===== src/design/cgd_pkg.sv =====
package cgd_pkg;

	localparam int SCORE_W = 16;
	localparam int LABEL_W = 13;

	localparam int MAX_CLASSES_DEF = 8192;
	localparam int QUEUE_DEPTH_DEF = 4;

	// One queued entry holds everything a closed step asks the output side to send.
	typedef struct packed {
		logic               has_label;
		logic [LABEL_W-1:0] label;
		logic               has_end;
	} entry_t;

endpackage


===== src/design/ctc_greedy_decoder_core.sv =====
// Greedy CTC decoder. Class scores (signed Q8.8) enter one per beat, class by
// class within a time step, with step_end on the last class of a step and
// sequence_end on the last step of a sequence (sequence_end also closes the step).
// For each step the first class with the highest score wins; a winner other than
// the blank class 0 that differs from the previous step's winner comes out as a
// label beat, and a sequence that produced a label ends with one end-marker beat
// (label_index 0, text_end 1); run_last marks the last beat that an input beat
// caused. Scores are taken at one per clock: the running maximum is a single
// compare and update per score. Result beats leave at one per clock while out_stall is low,
// from a registered output; a step that closes a sequence can cause two beats, and a
// queue of QUEUE_DEPTH entries between the scoring side and the output side
// absorbs this, so input stalls only while that queue is full. Classes past
// MAX_CLASSES in one step are ignored.
module ctc_greedy_decoder_core #(
	parameter int MAX_CLASSES = cgd_pkg::MAX_CLASSES_DEF,
	parameter int QUEUE_DEPTH = cgd_pkg::QUEUE_DEPTH_DEF
) (
	input  logic                               clk,
	input  logic                               arst_n,
	input  logic                               in_valid,
	output logic                               in_stall,
	input  logic signed [cgd_pkg::SCORE_W-1:0] class_score,
	input  logic                               step_end,
	input  logic                               sequence_end,
	output logic                               out_valid,
	input  logic                               out_stall,
	output logic        [cgd_pkg::LABEL_W-1:0] label_index,
	output logic                               text_end,
	output logic                               run_last
);

	logic            accept;
	logic            push;
	cgd_pkg::entry_t push_entry;
	logic            full;
	logic            pop;
	logic            head_valid;
	cgd_pkg::entry_t head_entry;

	assign in_stall = full;
	assign accept   = in_valid && !full;

	cgd_front #(
		.MAX_CLASSES (MAX_CLASSES)
	) u_front (
		.clk          (clk),
		.arst_n       (arst_n),
		.accept       (accept),
		.class_score  (class_score),
		.step_end     (step_end),
		.sequence_end (sequence_end),
		.push         (push),
		.push_entry   (push_entry)
	);

	cgd_queue #(
		.DEPTH (QUEUE_DEPTH)
	) u_queue (
		.clk        (clk),
		.arst_n     (arst_n),
		.push       (push),
		.push_entry (push_entry),
		.full       (full),
		.pop        (pop),
		.head_valid (head_valid),
		.head_entry (head_entry)
	);

	cgd_back u_back (
		.clk         (clk),
		.arst_n      (arst_n),
		.head_valid  (head_valid),
		.head_entry  (head_entry),
		.pop         (pop),
		.out_valid   (out_valid),
		.out_stall   (out_stall),
		.label_index (label_index),
		.text_end    (text_end),
		.run_last    (run_last)
	);

endmodule


===== src/design/cgd_front.sv =====
module cgd_front #(
	parameter int MAX_CLASSES = cgd_pkg::MAX_CLASSES_DEF
) (
	input  logic                                 clk,
	input  logic                                 arst_n,
	input  logic                                 accept,
	input  logic signed [cgd_pkg::SCORE_W-1:0]   class_score,
	input  logic                                 step_end,
	input  logic                                 sequence_end,
	output logic                                 push,
	output cgd_pkg::entry_t                      push_entry
);

	localparam int CNT_W = $clog2(MAX_CLASSES + 1);
	localparam int CLS_W = $clog2(MAX_CLASSES);
	localparam logic [CNT_W-1:0] CNT_MAX  = CNT_W'(MAX_CLASSES);
	localparam logic [CNT_W-1:0] CNT_LAST = CNT_W'(MAX_CLASSES - 1);

	logic        [CNT_W-1:0]            cnt_q;
	logic signed [cgd_pkg::SCORE_W-1:0] best_score_q;
	logic        [CLS_W-1:0]            best_class_q;
	logic        [CLS_W-1:0]            prev_winner_q;
	logic                               any_q;

	logic             first;
	logic             active;
	logic             take;
	logic [CLS_W-1:0] cand_class;
	logic [CLS_W-1:0] winner;
	logic             step_done;
	logic             emit_label;
	logic             any_now;
	logic             emit_end;

	always_comb begin
		first      = (cnt_q == '0);
		active     = !first && (cnt_q < CNT_MAX);
		take       = first || (active && (class_score > best_score_q));
		cand_class = first ? '0 : cnt_q[CLS_W-1:0];
		winner     = take ? cand_class : best_class_q;
		step_done  = step_end || sequence_end;
		emit_label = step_done && (winner != '0) && (winner != prev_winner_q);
		any_now    = any_q || emit_label;
		emit_end   = sequence_end && any_now;
	end

	assign push                 = accept && (emit_label || emit_end);
	assign push_entry.has_label = emit_label;
	assign push_entry.label     = cgd_pkg::LABEL_W'(winner);
	assign push_entry.has_end   = emit_end;

	always_ff @(posedge clk or negedge arst_n) begin
		if (!arst_n) begin
			cnt_q         <= '0;
			best_score_q  <= '0;
			best_class_q  <= '0;
			prev_winner_q <= '0;
			any_q         <= 1'b0;
		end else if (accept) begin
			if (step_done) begin
				cnt_q         <= '0;
				best_score_q  <= '0;
				best_class_q  <= '0;
				prev_winner_q <= sequence_end ? '0 : winner;
				any_q         <= sequence_end ? 1'b0 : any_now;
			end else begin
				if (take) begin
					best_score_q <= class_score;
					best_class_q <= cand_class;
				end
				// Once the last class index is used the counter parks at the class
				// count, and further scores of the step are ignored.
				if (first) begin
					cnt_q <= CNT_W'(1);
				end else if (active) begin
					cnt_q <= (cnt_q < CNT_LAST) ? cnt_q + CNT_W'(1) : CNT_MAX;
				end
			end
		end
	end

	a_winner_range: assert property (@(posedge clk) disable iff (!arst_n)
		(cnt_q != '0) |-> (CNT_W'(best_class_q) < cnt_q))
		else $error("best class is beyond the classes seen in this step");

	a_end_needs_label: assert property (@(posedge clk) disable iff (!arst_n)
		(push && push_entry.has_end && !push_entry.has_label) |-> any_q)
		else $error("end marker queued for a sequence with no label");

	a_seq_clears: assert property (@(posedge clk) disable iff (!arst_n)
		(accept && sequence_end) |=> (!any_q && (prev_winner_q == '0) && (cnt_q == '0)))
		else $error("sequence end did not clear the sequence state");

endmodule


===== src/design/cgd_queue.sv =====
module cgd_queue #(
	parameter int DEPTH = cgd_pkg::QUEUE_DEPTH_DEF
) (
	input  logic            clk,
	input  logic            arst_n,
	input  logic            push,
	input  cgd_pkg::entry_t push_entry,
	output logic            full,
	input  logic            pop,
	output logic            head_valid,
	output cgd_pkg::entry_t head_entry
);

	localparam int PTR_W = (DEPTH > 1) ? $clog2(DEPTH) : 1;
	localparam int CNT_W = $clog2(DEPTH + 1);
	localparam logic [PTR_W-1:0] PTR_LAST  = PTR_W'(DEPTH - 1);
	localparam logic [CNT_W-1:0] CNT_DEPTH = CNT_W'(DEPTH);

	cgd_pkg::entry_t        slots_q [DEPTH];
	logic [PTR_W-1:0]       wr_ptr_q;
	logic [PTR_W-1:0]       rd_ptr_q;
	logic [CNT_W-1:0]       count_q;
	logic                   do_push;
	logic                   do_pop;

	assign full       = (count_q == CNT_DEPTH);
	assign head_valid = (count_q != '0);
	assign head_entry = slots_q[rd_ptr_q];
	assign do_push    = push && !full;
	assign do_pop     = pop && head_valid;

	always_ff @(posedge clk) begin
		if (do_push) begin
			slots_q[wr_ptr_q] <= push_entry;
		end
	end

	always_ff @(posedge clk or negedge arst_n) begin
		if (!arst_n) begin
			wr_ptr_q <= '0;
			rd_ptr_q <= '0;
			count_q  <= '0;
		end else begin
			if (do_push) begin
				wr_ptr_q <= (wr_ptr_q == PTR_LAST) ? '0 : wr_ptr_q + PTR_W'(1);
			end
			if (do_pop) begin
				rd_ptr_q <= (rd_ptr_q == PTR_LAST) ? '0 : rd_ptr_q + PTR_W'(1);
			end
			if (do_push && !do_pop) begin
				count_q <= count_q + CNT_W'(1);
			end else if (do_pop && !do_push) begin
				count_q <= count_q - CNT_W'(1);
			end
		end
	end

	a_no_overflow: assert property (@(posedge clk) disable iff (!arst_n)
		!(push && full))
		else $error("entry pushed into a full queue");

	a_count_range: assert property (@(posedge clk) disable iff (!arst_n)
		count_q <= CNT_DEPTH)
		else $error("queue count out of range");

	a_count_step: assert property (@(posedge clk) disable iff (!arst_n)
		(do_push && !do_pop) |=> (count_q == $past(count_q) + CNT_W'(1)))
		else $error("queue count did not follow a push");

endmodule


===== src/design/cgd_back.sv =====
module cgd_back (
	input  logic                        clk,
	input  logic                        arst_n,
	input  logic                        head_valid,
	input  cgd_pkg::entry_t             head_entry,
	output logic                        pop,
	output logic                        out_valid,
	input  logic                        out_stall,
	output logic [cgd_pkg::LABEL_W-1:0] label_index,
	output logic                        text_end,
	output logic                        run_last
);

	logic                        out_valid_q;
	logic [cgd_pkg::LABEL_W-1:0] label_q;
	logic                        text_end_q;
	logic                        run_last_q;
	logic                        label_sent_q;

	logic load;
	logic label_beat;

	// The output register takes a new beat whenever it is empty or its beat leaves.
	assign load       = !out_valid_q || !out_stall;
	assign label_beat = head_entry.has_label && !label_sent_q;
	// An entry with a label and an end marker stays at the head until its end marker is loaded.
	assign pop        = load && head_valid && !(label_beat && head_entry.has_end);

	always_ff @(posedge clk or negedge arst_n) begin
		if (!arst_n) begin
			out_valid_q  <= 1'b0;
			label_sent_q <= 1'b0;
		end else if (load) begin
			out_valid_q <= head_valid;
			if (head_valid) begin
				label_sent_q <= label_beat && head_entry.has_end;
			end
		end
	end

	always_ff @(posedge clk) begin
		if (load && head_valid) begin
			if (label_beat) begin
				label_q    <= head_entry.label;
				text_end_q <= 1'b0;
				run_last_q <= !head_entry.has_end;
			end else begin
				label_q    <= '0;
				text_end_q <= 1'b1;
				run_last_q <= 1'b1;
			end
		end
	end

	assign out_valid   = out_valid_q;
	assign label_index = label_q;
	assign text_end    = text_end_q;
	assign run_last    = run_last_q;

	a_marker_form: assert property (@(posedge clk) disable iff (!arst_n)
		(out_valid_q && text_end_q) |-> (run_last_q && (label_q == '0)))
		else $error("end marker beat malformed");

	a_marker_follows: assert property (@(posedge clk) disable iff (!arst_n)
		(out_valid_q && !out_stall && !run_last_q) |=> (out_valid_q && text_end_q))
		else $error("label beat not followed by its end marker");

	a_label_nonzero: assert property (@(posedge clk) disable iff (!arst_n)
		(out_valid_q && !text_end_q) |-> (label_q != '0))
		else $error("label beat carries the blank class");

endmodule


===== config.mk =====
export PLATFORM = sky130hd
export DESIGN_NAME = ctc_greedy_decoder_core
export DESIGN_NICKNAME = d
export VERILOG_FILES = /design/src/design/cgd_pkg.sv /design/src/design/ctc_greedy_decoder_core.sv /design/src/design/cgd_front.sv /design/src/design/cgd_queue.sv /design/src/design/cgd_back.sv
export SDC_FILE = /design/constraint.sdc
export NUM_CORES = 1
export LEC_CHECK = 0
export ABC_AREA = 1
export BUFFER_PORTS_ARGS = -buffer_cell sky130_fd_sc_hd__buf_2
export CAP_MARGIN = 20
export CORE_MARGIN = 2
export CORE_UTILIZATION = 35
export CTS_CLUSTER_SIZE = 10
export DETAILED_ROUTE_END_ITERATION = 10
export SYNTH_ARGS = -nofsm -noshare
export SYNTH_HDL_FRONTEND = slang
export SYNTH_SLANG_ARGS = --single-unit

===== constraint.sdc =====
create_clock -name clk -period 5.1 [get_ports clk]
set_input_delay 0.255 -clock clk [delete_from_list [all_inputs] [get_ports clk]]
set_output_delay 0.255 -clock clk [all_outputs]
set_load 0.05 [all_outputs]

# Word-level counts from Yosys, hierarchy flattened
# Memory sizes are Yosys's and may differ from the RTL's.
# Index checks and enable logic that the tools add are counted.
[classes]
add_sub_neg = 5
n_lt_le_gt_ge = 3
eq_ne = 4
muxes = 18
n_reduce_logical = 39
[op_table]
columns = ["cell", "n"]
rows = [
  ["14-bit 2-to-1 mux", 4],
  ["13-bit 2-to-1 mux", 4],
  ["16-bit 2-to-1 mux", 2],
  ["16-bit > comparator", 1],
  ["1-bit logical AND", 15],
  ["14-bit by 1-bit adder with 14-bit output, second input constant", 1],
  ["14-bit logical NOT", 1],
  ["14-bit by 13-bit < comparator with 1-bit output, second input constant", 1],
  ["14-bit < comparator, second input constant", 1],
  ["13-bit inequality test", 1],
  ["13-bit nonzero test", 1],
  ["1-bit logical NOT", 9],
  ["2-bit AND reduction", 4],
  ["3-bit 2-to-1 mux", 2],
  ["3-bit nonzero test", 2],
  ["1-bit logical OR", 5],
  ["2-bit by 1-bit adder with 2-bit output, second input constant", 2],
  ["2-bit equality test, second input constant", 2],
  ["1-bit 2-to-1 mux", 4],
  ["2-bit 2-to-1 mux", 2],
  ["2-bit nonzero test", 2],
  ["3-bit by 1-bit adder with 3-bit output, second input constant", 1],
  ["3-bit equality test, second input constant", 1],
  ["3-bit by 1-bit subtractor with 3-bit output, second input constant", 1],
]
[word_totals]
register_bits = 81
mem_bits_rw = 60
in_bits = 22
out_inout_bits = 17
wordCells = 83
memories = 1
[mem_list]
columns = ["memory", "depth", "word_bits", "read_ports", "rd_ports_with_merged_regs", "write_ports", "line_no", "rtl"]
rows = [
  ["u_queue.slots_q", 4, 15, 1, 0, 1, "cgd_queue.sv:19", "cgd_pkg::entry_t slots_q [DEPTH];"],
]

# Depth between registers and ports, before layout
[depth]
word_depth = 18
mapped_depth = 32
ltp_nobuf = 32

# Modules after synthesis
# A second synthesis with hierarchy kept.
[unflattened]
cells_unflattened = 758
area_unflattened_um2 = 7114.3
[modules_own_cells]
columns = ["mod", "n_inst", "cells_each", "area_each_um2"]
rows = [
  ["cgd_front", 1, 466, 3525.9],
  ["cgd_queue", 1, 235, 2890.3],
  ["cgd_back", 1, 55, 688.2],
  ["ctc_greedy_decoder_core", 1, 2, 10.0],
]

# Least setup slack after synthesis
# Ideal clock, no wire load.
[synth_path]
path_kind = "register to register"
start = "register u_front.best_score_q[5] (netlist bit)"
end = "register u_queue.count_q[2]"
arrival_time_ps = 3228
t_required_ps = 4969
setup_slack_ps = 1741
path_stages_with_launch = 29
n_path_buf = 1
period_less_slack_ps = 3359
path_cell_list = "dfrtp_1 > inv_1 > ha_1 > a21oi_1 > nor2_1 > nor2_1 > nand2_1 > nand2_1 > nand2_1 > nand2_1 > nand2_4 > buf_6 > nand2_1 > nand3_2 > nand2_1 > inv_1 > nand2_1 > nor2_1 > a21oi_1 > nand2_2 > o21ai_2 > nand2_4 > inv_1 > ha_1 > inv_1 > fa_1 > a21oi_1 > o21ai_0 > xor2_1"
[synth_via]
elab_chain_cells = 15
word_cells_on_any_way = 18
cone_classes = "order compare: 1; eq/ne: 1; mux: 2; reduce/logical: 14"
[synth_lines]
columns = ["item", "line_no", "rtl"]
rows = [
  ["from (decl)", "cgd_front.sv:20", "logic signed [cgd_pkg::SCORE_W-1:0] best_score_q;"],
  ["from (signal assigned)", "cgd_front.sv:68", "best_score_q <= class_score;"],
  ["16-bit > comparator (*)", "cgd_front.sv:38", "take = first || (active && (class_score > best_score_q));"],
  ["1-bit logical AND (*)", "cgd_front.sv:38", ""],
  ["1-bit logical OR (*)", "cgd_front.sv:38", ""],
  ["13-bit 2-to-1 mux (*)", "cgd_front.sv:40", "winner = take ? cand_class : best_class_q;"],
  ["13-bit nonzero test", "cgd_front.sv:42", "emit_label = step_done && (winner != '0) && (winner != prev_winner_q);"],
  ["1-bit logical AND", "cgd_front.sv:42", ""],
  ["1-bit logical AND (*)", "cgd_front.sv:42", ""],
  ["1-bit logical OR", "cgd_front.sv:43", "any_now = any_q || emit_label;"],
  ["1-bit logical AND", "cgd_front.sv:44", "emit_end = sequence_end && any_now;"],
  ["1-bit logical OR (*)", "cgd_front.sv:47", "assign push = accept && (emit_label || emit_end);"],
  ["1-bit logical AND (*)", "cgd_front.sv:47", ""],
  ["1-bit logical AND (*)", "cgd_queue.sv:29", "assign do_push = push && !full;"],
  ["named net u_queue.do_push", "cgd_queue.sv:23", "logic do_push;"],
  ["1-bit logical NOT", "cgd_queue.sv:52", "end else if (do_pop && !do_push) begin"],
  ["1-bit logical AND", "cgd_queue.sv:52", ""],
  ["2-bit nonzero test (no line)", "-", ""],
  ["to (signal assigned)", "cgd_queue.sv:51", "count_q <= count_q + CNT_W'(1);"],
  ["to (signal assigned)", "cgd_queue.sv:53", "count_q <= count_q - CNT_W'(1);"],
  ["to (decl)", "cgd_queue.sv:22", "logic [CNT_W-1:0] count_q;"],
]
# The timed path passes the listed nets; every way through them passes the cells marked *.
# A chain may end at the register's enable or synchronous reset.

==> metrics <==
fin nets 806; TNS Setup 0 ns; leading cell type in the layout, fill and taps excluded nand2_1; RSZ-0062 raised after global routing false; die height 142 um; CP arrival 4.37 ns; worst vdd ir 0.232 mV; Synth Cell Area 6700 um^2; Tmin final 4.07 ns; CP Data Required Time 5.40 ns; Worst-path clk slew ~0.060 ns; status complete, no violations; Hold Path Class in2async; antenna cells 0; CP Launch Point u_front.cnt_q[0]; R2R Path Start u_front.cnt_q[0]; fillers around 1,900; Post-DRT Antenna Nets 0; DRC Markers 0; area grow syn2layout 15.8%; Max clock buf depth 2; number of I/O pins 39; TritonCTS Buffers 17; number of global-route vias before repair approximately 4,700; maximum fanout along the worst path 19; Max-cap violations 0; fmax 246 MHz; FF-to-FF path depth 20; die area around 20,000 um^2; final worst-path cycle share between 70% and 80%; H-tree depth 4; largest net degree at the start of global routing 67; worst flop-to-flop path endpoint u_queue.count_q[2]; EDFF count, synth 75; hpwl dp slightly above 9 mm; crit path to u_queue.count_q[2]; Hold Violations, Final 0; CP Capture Type flop; hold buffers post-CTS 0; layout cells sized above 1 13.0%; postcts setup bufs 0; Worst Clk Skew 0.0112 ns; Initial Util 35.7%; flop2flop setup slack between 1 and 1.5 ns; First-pass DRT Iterations 5; grt ovf 0; vias per std cell 4.84; Post-Route WL 14.0 mm; Root Driver clkbuf_16; std cell rows 50; worst-skew pair later-pin latency 0.42 ns; DR iter-0 viols a little over 300; Post-CTS Resized 0; Mean Syn Cell Area approximately 9.4 um^2; Util after Layout 41.3%; Total GRT Usage 15.0%; routability cong. 0.860; CP Class reg2reg; Synth Register Bits 141; Synth async-reset ratio about 47%; first-pass GRT wire length about 24 mm; most frequent cells in the layout 106 x nand2_1, 101 x nor2_1, 99 x inv_1; Rel. slew slack a little over two fifths; Final setup viols 0; clk sinks 141; syn nets ~760; detailed-route via count around 4,900; pwr/cell area 477 nW/um^2; overall power 3.70 mW; leakage between 3 and 4 nW; worst slew pin tran between 0.8 and 0.9 ns; PortBufs 38; Syn Inst Count 710; hold_ws 0.0139 ns; Core Box Area 18,800 um^2; yosys warns 0; Slew Viols, Final 0; Startpoint Class flop; routed length per instance 13.9 um; Die Wd roughly 140 um; non-filler instance count after layout 1,006; prevailing post-synth register cell edfxtp_1; initial antenna violation count 0; sequential fraction of the synthesis area around three fifths; number of cells after detailed placement 974; CTS tree done; Synth cell types 40
-- report_power, final --
part / internal (mW) / switching, mW / leakage, nW
clock: 0.688 / 0.517 / 0.281
sequential: 1.36 / 0.0722 / 1.60
combinational: 0.283 / 0.782 / 1.46
-- how the worst min path moves through the flow --
stage                                 start                      end  slack [ns]
finish                               arst_n      u_queue.rd_ptr_q[0]        0.01
global route                      out_stall         u_back.out_valid        0.07
CTS                                  arst_n      u_queue.rd_ptr_q[0]        0.04
detailed placement  u_front.best_class_q[7]  u_front.best_class_q[7]        0.48
global placement    u_front.best_class_q[6]  u_front.best_class_q[6]        0.47
floorplan                            arst_n      u_back.label_sent_q       -0.04
-- layout make-up --
type                            count  area [um^2]  share of cell area [%]
Inverter                          101          379                    4.89
Tap cell                          234          293                    3.77
Timing Repair Buffer               48          265                    3.42
Multi-Input combinational cell    450         2340                    30.1
Clock buffer                       17          425                    5.48
Clock inverter                     15          154                    1.98
Sequential cell                   141         3900                    50.3
-- per-stage QoR --
step	setup WS [ns]	instance area [um^2]
floorplan	1.74	6700
global placement	1.13	7180
detailed placement	0.994	7180
CTS	0.987	7760
global route	0.571	7760
finish	1.03	7760
-- worst max-delay path: stages, from the launching register on --
cell,delay (ns)
dfrtp_1,0.41
inv_1,0.12
ha_1,0.18
nand4_1,0.10
nor3_1,0.19
nand4_2,0.50
nand2_2,0.54
nand2_1,0.13
nand2_1,0.18
nor2_1,0.07
a21oi_1,0.18
nand2_2,0.11
o21ai_2,0.11
nand2_4,0.10
inv_1,0.06
ha_1,0.13
inv_1,0.06
fa_1,0.38
a21oi_1,0.14
o21ai_0,0.10
xor2_1,0.15
-- kinds of logic (layout without fill, tap and decap cells) --
family | after synthesis | count (layout) | synth area share (%)
xor gates and xnor gates | 4 | 4 | 0.523
DFF | 141 | 141 | 58.3
buffers and inverters | 119 | 181 | 6.80
AOI/OAI and AO/OA | 127 | 127 | 10.5
adders and majority gates | 25 | 25 | 4.78
and+or+nand+nor | 293 | 293 | 18.9
muxes | 1 | 1 | 0.168
-- routing by layer --
metal  GRT usage (%)  vias to the layer above  wire length (um)
met5               0                        -                 0
met2            24.7                       81              6650
met4            5.00                        0               212
met3            4.00                       17               528
met1            19.2                     2283              6630
li1                -                     2486                 -
-- cell usage after synthesis, types with 2 or more instances --
library cell / number / share of area, %
edfxtp_1: 75 / 34
nor2_1: 101 / 5.7
o22ai_1: 18 / 1.7
xor2_1: 2 / 0.26
nand3_1: 57 / 4.3
nand2_2: 7 / 0.65
a21oi_1: 30 / 2.2
nand3_2: 4 / 0.60
dfrtp_1: 66 / 25
nand4_1: 4 / 0.37
o21ai_0: 68 / 5.1
nor3_1: 7 / 0.52
inv_1: 99 / 5.5
buf_1: 2 / 0.11
ha_1: 24 / 4.5
inv_2: 2 / 0.11
xnor2_1: 2 / 0.26
clkbuf_1: 14 / 0.78
nand2_1: 106 / 5.9
nand2_4: 2 / 0.34
-- flip-flops by register name, summed over array words and instances, names as in the netlist, 2 cells and up --
| name | flops |
|---|---|
| u_queue.wr_ptr_q | 2 |
| u_queue.slots_q | 60 |
| u_front.cnt_q | 14 |
| u_front.best_class_q | 13 |
| u_front.prev_winner_q | 13 |
| u_queue.rd_ptr_q | 2 |
| u_back.label_index | 13 |
| u_queue.count_q | 3 |
| u_front.best_score_q | 16 |
Power figures use the tool's default switching activity.
